`src/rtl/ipv4hp_pkg.sv`:
```
// Shared types and constants for the IPv4 header parser and checker.
`default_nettype none

package ipv4hp_pkg;

  typedef enum logic [2:0] {
    ST_OK          = 3'd0,
    ST_BAD_VERSION = 3'd1,
    ST_SHORT_HLEN  = 3'd2,
    ST_TRUNCATED   = 3'd3,
    ST_CSUM_BAD    = 3'd4
  } status_e;

  localparam logic [3:0] IpVersion      = 4'd4;
  localparam logic [3:0] MinHeaderWords = 4'd5;

  // byte positions within the header
  localparam logic [5:0] CsumLoIdx    = 6'd11;
  localparam logic [5:0] FixedLastIdx = 6'd19;
  localparam logic [5:0] MaxHeaderIdx = 6'd59;

  typedef struct packed {
    status_e     status;
    logic [3:0]  header_words;
    logic [7:0]  service_type;
    logic [15:0] total_length;
    logic [15:0] ident;
    logic        dont_fragment;
    logic        more_fragments;
    logic [12:0] fragment_offset;
    logic [7:0]  time_to_live;
    logic [7:0]  protocol_num;
    logic [31:0] source_addr;
    logic [31:0] dest_addr;
  } result_t;

endpackage

`default_nettype wire

```
`src/rtl/ipv4hp_parse.sv`:
```
// Header field capture, running checksum and result decision for one byte.
`default_nettype none

module ipv4hp_parse import ipv4hp_pkg::*; (
  input  wire logic       clk_i,
  input  wire logic       rst_ni,
  input  wire logic       advance_i,
  input  wire logic [7:0] data_byte_i,
  input  wire logic       sop_i,
  input  wire logic       eop_i,
  output logic            res_valid_o,
  output result_t         res_o
);

  logic        in_header_q;
  logic [5:0]  byte_index_q;
  logic [15:0] sum_q, sum_d;
  logic [7:0]  hold_q, hold_d;
  logic [3:0]  ver_q, ver_d;
  logic [3:0]  hlen_q, hlen_d;
  logic [7:0]  tos_q, tos_d;
  logic [15:0] len_q, len_d;
  logic [15:0] ident_q, ident_d;
  logic [15:0] frag_q, frag_d;
  logic [7:0]  ttl_q, ttl_d;
  logic [7:0]  proto_q, proto_d;
  logic [15:0] csum_q, csum_d;
  logic [31:0] src_q, src_d;
  logic [31:0] dst_q, dst_d;

  logic        active;
  logic [5:0]  idx;
  logic [7:0]  hold_base;
  logic [16:0] word_sum;
  logic        last_byte;
  logic        emit;
  status_e     status;

  always_comb begin
    active    = sop_i | in_header_q;
    idx       = sop_i ? '0 : byte_index_q;
    hold_base = sop_i ? '0 : hold_q;
    sum_d     = sop_i ? '0 : sum_q;
    ver_d     = sop_i ? '0 : ver_q;
    hlen_d    = sop_i ? '0 : hlen_q;
    tos_d     = sop_i ? '0 : tos_q;
    len_d     = sop_i ? '0 : len_q;
    ident_d   = sop_i ? '0 : ident_q;
    frag_d    = sop_i ? '0 : frag_q;
    ttl_d     = sop_i ? '0 : ttl_q;
    proto_d   = sop_i ? '0 : proto_q;
    csum_d    = sop_i ? '0 : csum_q;
    src_d     = sop_i ? '0 : src_q;
    dst_d     = sop_i ? '0 : dst_q;
    hold_d    = hold_base;

    unique case (idx)
      6'd0: begin
        ver_d  = data_byte_i[7:4];
        hlen_d = data_byte_i[3:0];
      end
      6'd1:                      tos_d   = data_byte_i;
      6'd2, 6'd3:                len_d   = {len_d[7:0], data_byte_i};
      6'd4, 6'd5:                ident_d = {ident_d[7:0], data_byte_i};
      6'd6, 6'd7:                frag_d  = {frag_d[7:0], data_byte_i};
      6'd8:                      ttl_d   = data_byte_i;
      6'd9:                      proto_d = data_byte_i;
      6'd10, 6'd11:              csum_d  = {csum_d[7:0], data_byte_i};
      6'd12, 6'd13, 6'd14, 6'd15: src_d  = {src_d[23:0], data_byte_i};
      6'd16, 6'd17, 6'd18, 6'd19: dst_d  = {dst_d[23:0], data_byte_i};
      default: ;
    endcase

    // ones'-complement add with end-around carry; checksum word excluded
    word_sum = {1'b0, sum_d} + {1'b0, hold_base, data_byte_i};
    if (!idx[0]) begin
      hold_d = data_byte_i;
    end else if (idx != CsumLoIdx) begin
      sum_d = word_sum[15:0] + {15'd0, word_sum[16]};
    end

    last_byte = (({1'b0, idx} + 7'd1) == {1'b0, hlen_d, 2'b00});

    emit   = 1'b1;
    status = ST_OK;
    priority if (idx == FixedLastIdx && ver_d != IpVersion) begin
      status = ST_BAD_VERSION;
    end else if (idx == FixedLastIdx && hlen_d < MinHeaderWords) begin
      status = ST_SHORT_HLEN;
    end else if (idx >= FixedLastIdx && last_byte) begin
      status = ((~sum_d) == csum_d) ? ST_OK : ST_CSUM_BAD;
    end else if (eop_i) begin
      status = ST_TRUNCATED;
    end else begin
      emit = 1'b0;
    end

    res_valid_o = active & emit;

    res_o.status          = status;
    res_o.header_words    = hlen_d;
    res_o.service_type    = tos_d;
    res_o.total_length    = len_d;
    res_o.ident           = ident_d;
    res_o.dont_fragment   = frag_d[14];
    res_o.more_fragments  = frag_d[13];
    res_o.fragment_offset = frag_d[12:0];
    res_o.time_to_live    = ttl_d;
    res_o.protocol_num    = proto_d;
    res_o.source_addr     = src_d;
    res_o.dest_addr       = dst_d;
  end

  always_ff @(posedge clk_i or negedge rst_ni) begin
    if (!rst_ni) begin
      in_header_q  <= 1'b0;
      byte_index_q <= '0;
      sum_q        <= '0;
      hold_q       <= '0;
      ver_q        <= '0;
      hlen_q       <= '0;
      tos_q        <= '0;
      len_q        <= '0;
      ident_q      <= '0;
      frag_q       <= '0;
      ttl_q        <= '0;
      proto_q      <= '0;
      csum_q       <= '0;
      src_q        <= '0;
      dst_q        <= '0;
    end else if (advance_i && active) begin
      in_header_q  <= ~emit;
      byte_index_q <= emit ? '0 : idx + 6'd1;
      sum_q        <= sum_d;
      hold_q       <= hold_d;
      ver_q        <= ver_d;
      hlen_q       <= hlen_d;
      tos_q        <= tos_d;
      len_q        <= len_d;
      ident_q      <= ident_d;
      frag_q       <= frag_d;
      ttl_q        <= ttl_d;
      proto_q      <= proto_d;
      csum_q       <= csum_d;
      src_q        <= src_d;
      dst_q        <= dst_d;
    end
  end

  a_idle_index_zero: assert property (@(posedge clk_i) disable iff (!rst_ni)
    !in_header_q |-> byte_index_q == '0)
    else $error("byte index nonzero outside a header");

  a_index_in_range: assert property (@(posedge clk_i) disable iff (!rst_ni)
    in_header_q |-> byte_index_q <= MaxHeaderIdx)
    else $error("byte index past the longest header");

  a_result_ends_header: assert property (@(posedge clk_i) disable iff (!rst_ni)
    advance_i && res_valid_o |=> !in_header_q)
    else $error("header still open after its result");

endmodule

`default_nettype wire

```
`config.mk`:
```
export PLATFORM = sky130hd
export DESIGN_NAME = ipv4hp_parse
export DESIGN_NICKNAME = d
export VERILOG_FILES = /design/src/rtl/ipv4hp_pkg.sv /design/src/rtl/ipv4hp_parse.sv
export SDC_FILE = /design/constraint.sdc
export NUM_CORES = 1
export LEC_CHECK = 0
export BUFFER_PORTS_ARGS = -buffer_cell sky130_fd_sc_hd__clkbuf_2
export CAP_MARGIN = 5
export CORE_ASPECT_RATIO = 1.4
export CORE_MARGIN = 4
export CORE_UTILIZATION = 45
export CTS_CLUSTER_DIAMETER = 80
export CTS_CLUSTER_SIZE = 25
export DETAILED_ROUTE_END_ITERATION = 12
export PLACE_DENSITY = 0.63
export SLEW_MARGIN = 20
export SYNTH_ARGS = -nofsm -noshare
export SYNTH_HDL_FRONTEND = slang
export SYNTH_SLANG_ARGS = --single-unit
```
`constraint.sdc`:
```
create_clock -name clk_i -period 11.1 [get_ports clk_i]
set_clock_uncertainty 0.2 [all_clocks]
set_input_delay 1.665 -clock clk_i [delete_from_list [all_inputs] [get_ports clk_i]]
set_output_delay 1.665 -clock clk_i [all_outputs]
set_load 0.03 [all_outputs]
```
==> impl_metrics.yaml <==
yosys:
  ys_warn_count: 0
  async_flop_share: 1.000
  synthTopCellsByArea: "dfrtp_1 (39%), nand2_1 (10%), mux2i_1 (5.9%), o31ai_1 (4.3%), nor2_1 (4.2%)"
  netlist_area_sq_um: 12150
  yosys.area.top_type_share: 0.3913
  synth_top_area_cell: "dfrtp_1"
  netlist_instances: 1430
  syn-num-nets: 1459
  synth-edff-count: 0
  yosys.cell_types.count: 85
  avgSynthCellArea_sq_um: 8.496
  synth_top_flop_cell: "dfrtp_1"
  ys_ff_latch: 190
  synth-seq-area-share: 0.3913
worst_setup_path:
  start_kind: "input port"
  path_max_fanout: 104
  required_ns: 9.24
  crit_type: "input port to output pin"
  rr_startpoint: "sum_q[0]"
  worst-path-buf-inv: 4
  cp-end-kind: "output pin"
  cp_top_family: "simple AND/OR/NAND/NOR gates"
  reg2reg_depth: 23
  reg2reg_to: "sum_q[14]"
  critical-path-slowest-cell: "buf_4"
  critPathMaxStageDelay_ns: 0.85
  crit_start: "sop_i"
  crit_path_frequent_cell: "o2111ai_1"
  cp_cell_sequence: "buf_6 -> buf_4 -> nand2b_1 -> inv_1 -> ha_1 -> or2_0 -> and3_1 -> a22oi_1 -> mux2_2 -> or3_1 -> a32oi_1 -> o2111ai_1 -> nor4b_1 -> o2111ai_1 -> nor4_1 -> a31oi_1 -> clkbuf_2"
  rrSetupSlack_ns: 5.76
  worstPathArrival_ns: 7.44
timing:
  finalCritPeriodShare: 0.8383
  fin_crit_ns: 9.305
  relSlewSlack: 0.3570
  fmax_ghz: 0.1075
  setup_ws_ns: 1.795
  rsz0062_at_grt: "no"
  tightest_slew_ns: 0.9601
  setup_viol: 0
  hold_viol: 0
  final_max_slew_viol_count: 0
  fin_tns_setup_ns: 0
finish:
  final_cell_mix: "nand2_1 (337), dfrtp_1 (190), clkbuf_2 (153)"
  num_antenna_cells: 0
  fin_nets: 1529
  fin_cells: 1872
  fin_util: 0.5180
  layout_commonest_cell: "nand2_1"
  syn_to_final_growth_pct: 12.40
  fin_area_sq_um: 13660
  drive_gt1_frac: 0.1964
drt:
  wire_per_inst_um: 19.04
  via_count: 10650
  route.detailed.drc: 0
  viasPerCell: 5.690
  wl_um: 35650
  drt_iter0_drc: 769
  ant_nets: 0
  dr.pass1.iters: 6
grt:
  grt_pass1_wl_um: 56850
  grt_usage: 0.2370
  grt.overflow.total: 0
  grt_pass1_vias: 10240
  antenna_found_initial: 0
  grt_max_degree: 208
cts:
  cts_buffers: 17
  cts_tree: "done"
  htree_levels: 4
  cts_root_buf: "clkbuf_16"
  cts_setup_buffers: 0
  insertion_delay_ns: 0.44
  cts.clk_slew.worst_paths_ns: 0.07
  cts_repair_resize_count: 0
  ctsHoldBuffers: 0
  cts_sinks: 190
  clockBufferDepth: 2
pwr:
  vdd_drop_max_mv: 0.1185
  leakagePower_nw: 6.086
  powerDensity_nw_per_um2: 136.8
floorplan:
  start_util: 0.4608
  die-area_sq_um: 29730
  io_pins: 156
  die_h_um: 202.4
  core_sq_um: 26360
  num_rows: 70
  die_w_um: 146.9
placed_design:
  pre_cts_ws_ns: 1.918
  dp_hpwl_um: 24020
  gp_congestion: 0.8902
  numPlacedInstances: 1840
  port_buffers: 155
  placed_area_sq_um: 13040
worst_hold_path:
  hold_end: "ttl_q[1]"
  holdCritStartpoint: "ttl_q[1]"
  whs_path_depth: 2
  hold_class: "register to register"
outcome:
  status: "completed"
flow_run:
  cap_violations: 0
[worst min-delay path: stages, from the launching register on]
cell	delay, ns
dfrtp_1	0.34
nand2_1	0.05
nand2_1	0.05
[final cells by class]
type / instances / area (sq um)
fillers: 2520 / 12710
well taps: 360 / 450.4
inverters: 29 / 108.9
clock buffers: 23 / 467.9
clock inverters: 8 / 107.6
multi-input cells: 1097 / 6855
repair buffers: 165 / 910.9
flip-flops and latches: 190 / 4755
[through the flow]
stage / power [mW] / hold slack [ns]
2_1_floorplan: 1.126 / 0.2422
3_3_place_gp: 1.245 / 0.2566
3_5_place_dp: 1.249 / 0.2626
4_1_cts: 1.871 / 0.2797
5_1_grt: 1.944 / 0.2997
6_report: 1.868 / 0.2762
[power by group]
group | switching [mW] | leakage (nW) | internal [mW]
sequential | 0.0531 | 2.61 | 0.734
clock | 0.282 | 0.267 | 0.345
combinational | 0.295 | 3.21 | 0.159
[flip-flops by register name, indices dropped and copies added, names as in the netlist]
signal and count:
ident_q 16, dst_q 32, proto_q 8, in_header_q 1
byte_index_q 6, csum_q 16, ver_q 4, tos_q 8
frag_q 15, hlen_q 4, hold_q 8, sum_q 16
len_q 16, src_q 32, ttl_q 8
[cell usage after synthesis (4+ instances only)]
cell type,instances
ha_1,15
nand2_1,337
nor2_1,135
mux2_2,43
nand3_1,21
buf_2,11
clkbuf_1,82
o211ai_1,10
nor4b_1,4
dfrtp_1,190
or3_1,9
nor3_1,12
and3_1,14
a31oi_1,17
nor2b_1,21
a21oi_1,29
a31o_2,30
o21ai_0,67
nand2b_1,6
a22o_1,23
o31ai_1,69
o2111ai_1,4
mux2i_1,72
xnor2_1,36
buf_1,15
o21ai_1,6
xor2_1,19
a22oi_1,14
inv_1,28
[logic make-up (layout without fill, tap and decap cells)]
kind of cell               Yosys count  count (layout)  synth area share
xor gates and xnor gates            59              59           0.04614
DFF                                190             190            0.3913
AOI/OAI and AO/OA                  313             313            0.1846
buffers and inverters              143             225           0.04809
adders and majority gates           19              19           0.01957
and+or+nand+nor                    591             591            0.2111
muxes                              115             115           0.09918
[how the worst max path moves through the flow]
stage / endpoint / slack (ns) / cells after the start
final: res_o[141] / 1.80 / 17
after global routing: res_o[141] / 1.22 / 27
after CTS: res_o[141] / 1.89 / 17
after detailed placement: res_o[141] / 1.92 / 17
after global placement: res_o[141] / 2.04 / 27
after floorplan: res_o[141] / 1.67 / 29
[layer usage]
metal / vias to the layer above / global-route usage / wire (um) / part of all wire
met5: - / 0 / 0 / 0
met4: 0 / 0.08507 / 1139 / 0.032
met3: 80 / 0.04104 / 1779 / 0.050
met2: 275 / 0.3926 / 17350 / 0.49
met1: 5173 / 0.3120 / 15380 / 0.43
li1: 5123 / - / - / -
(Power assumes the default switching activity.)
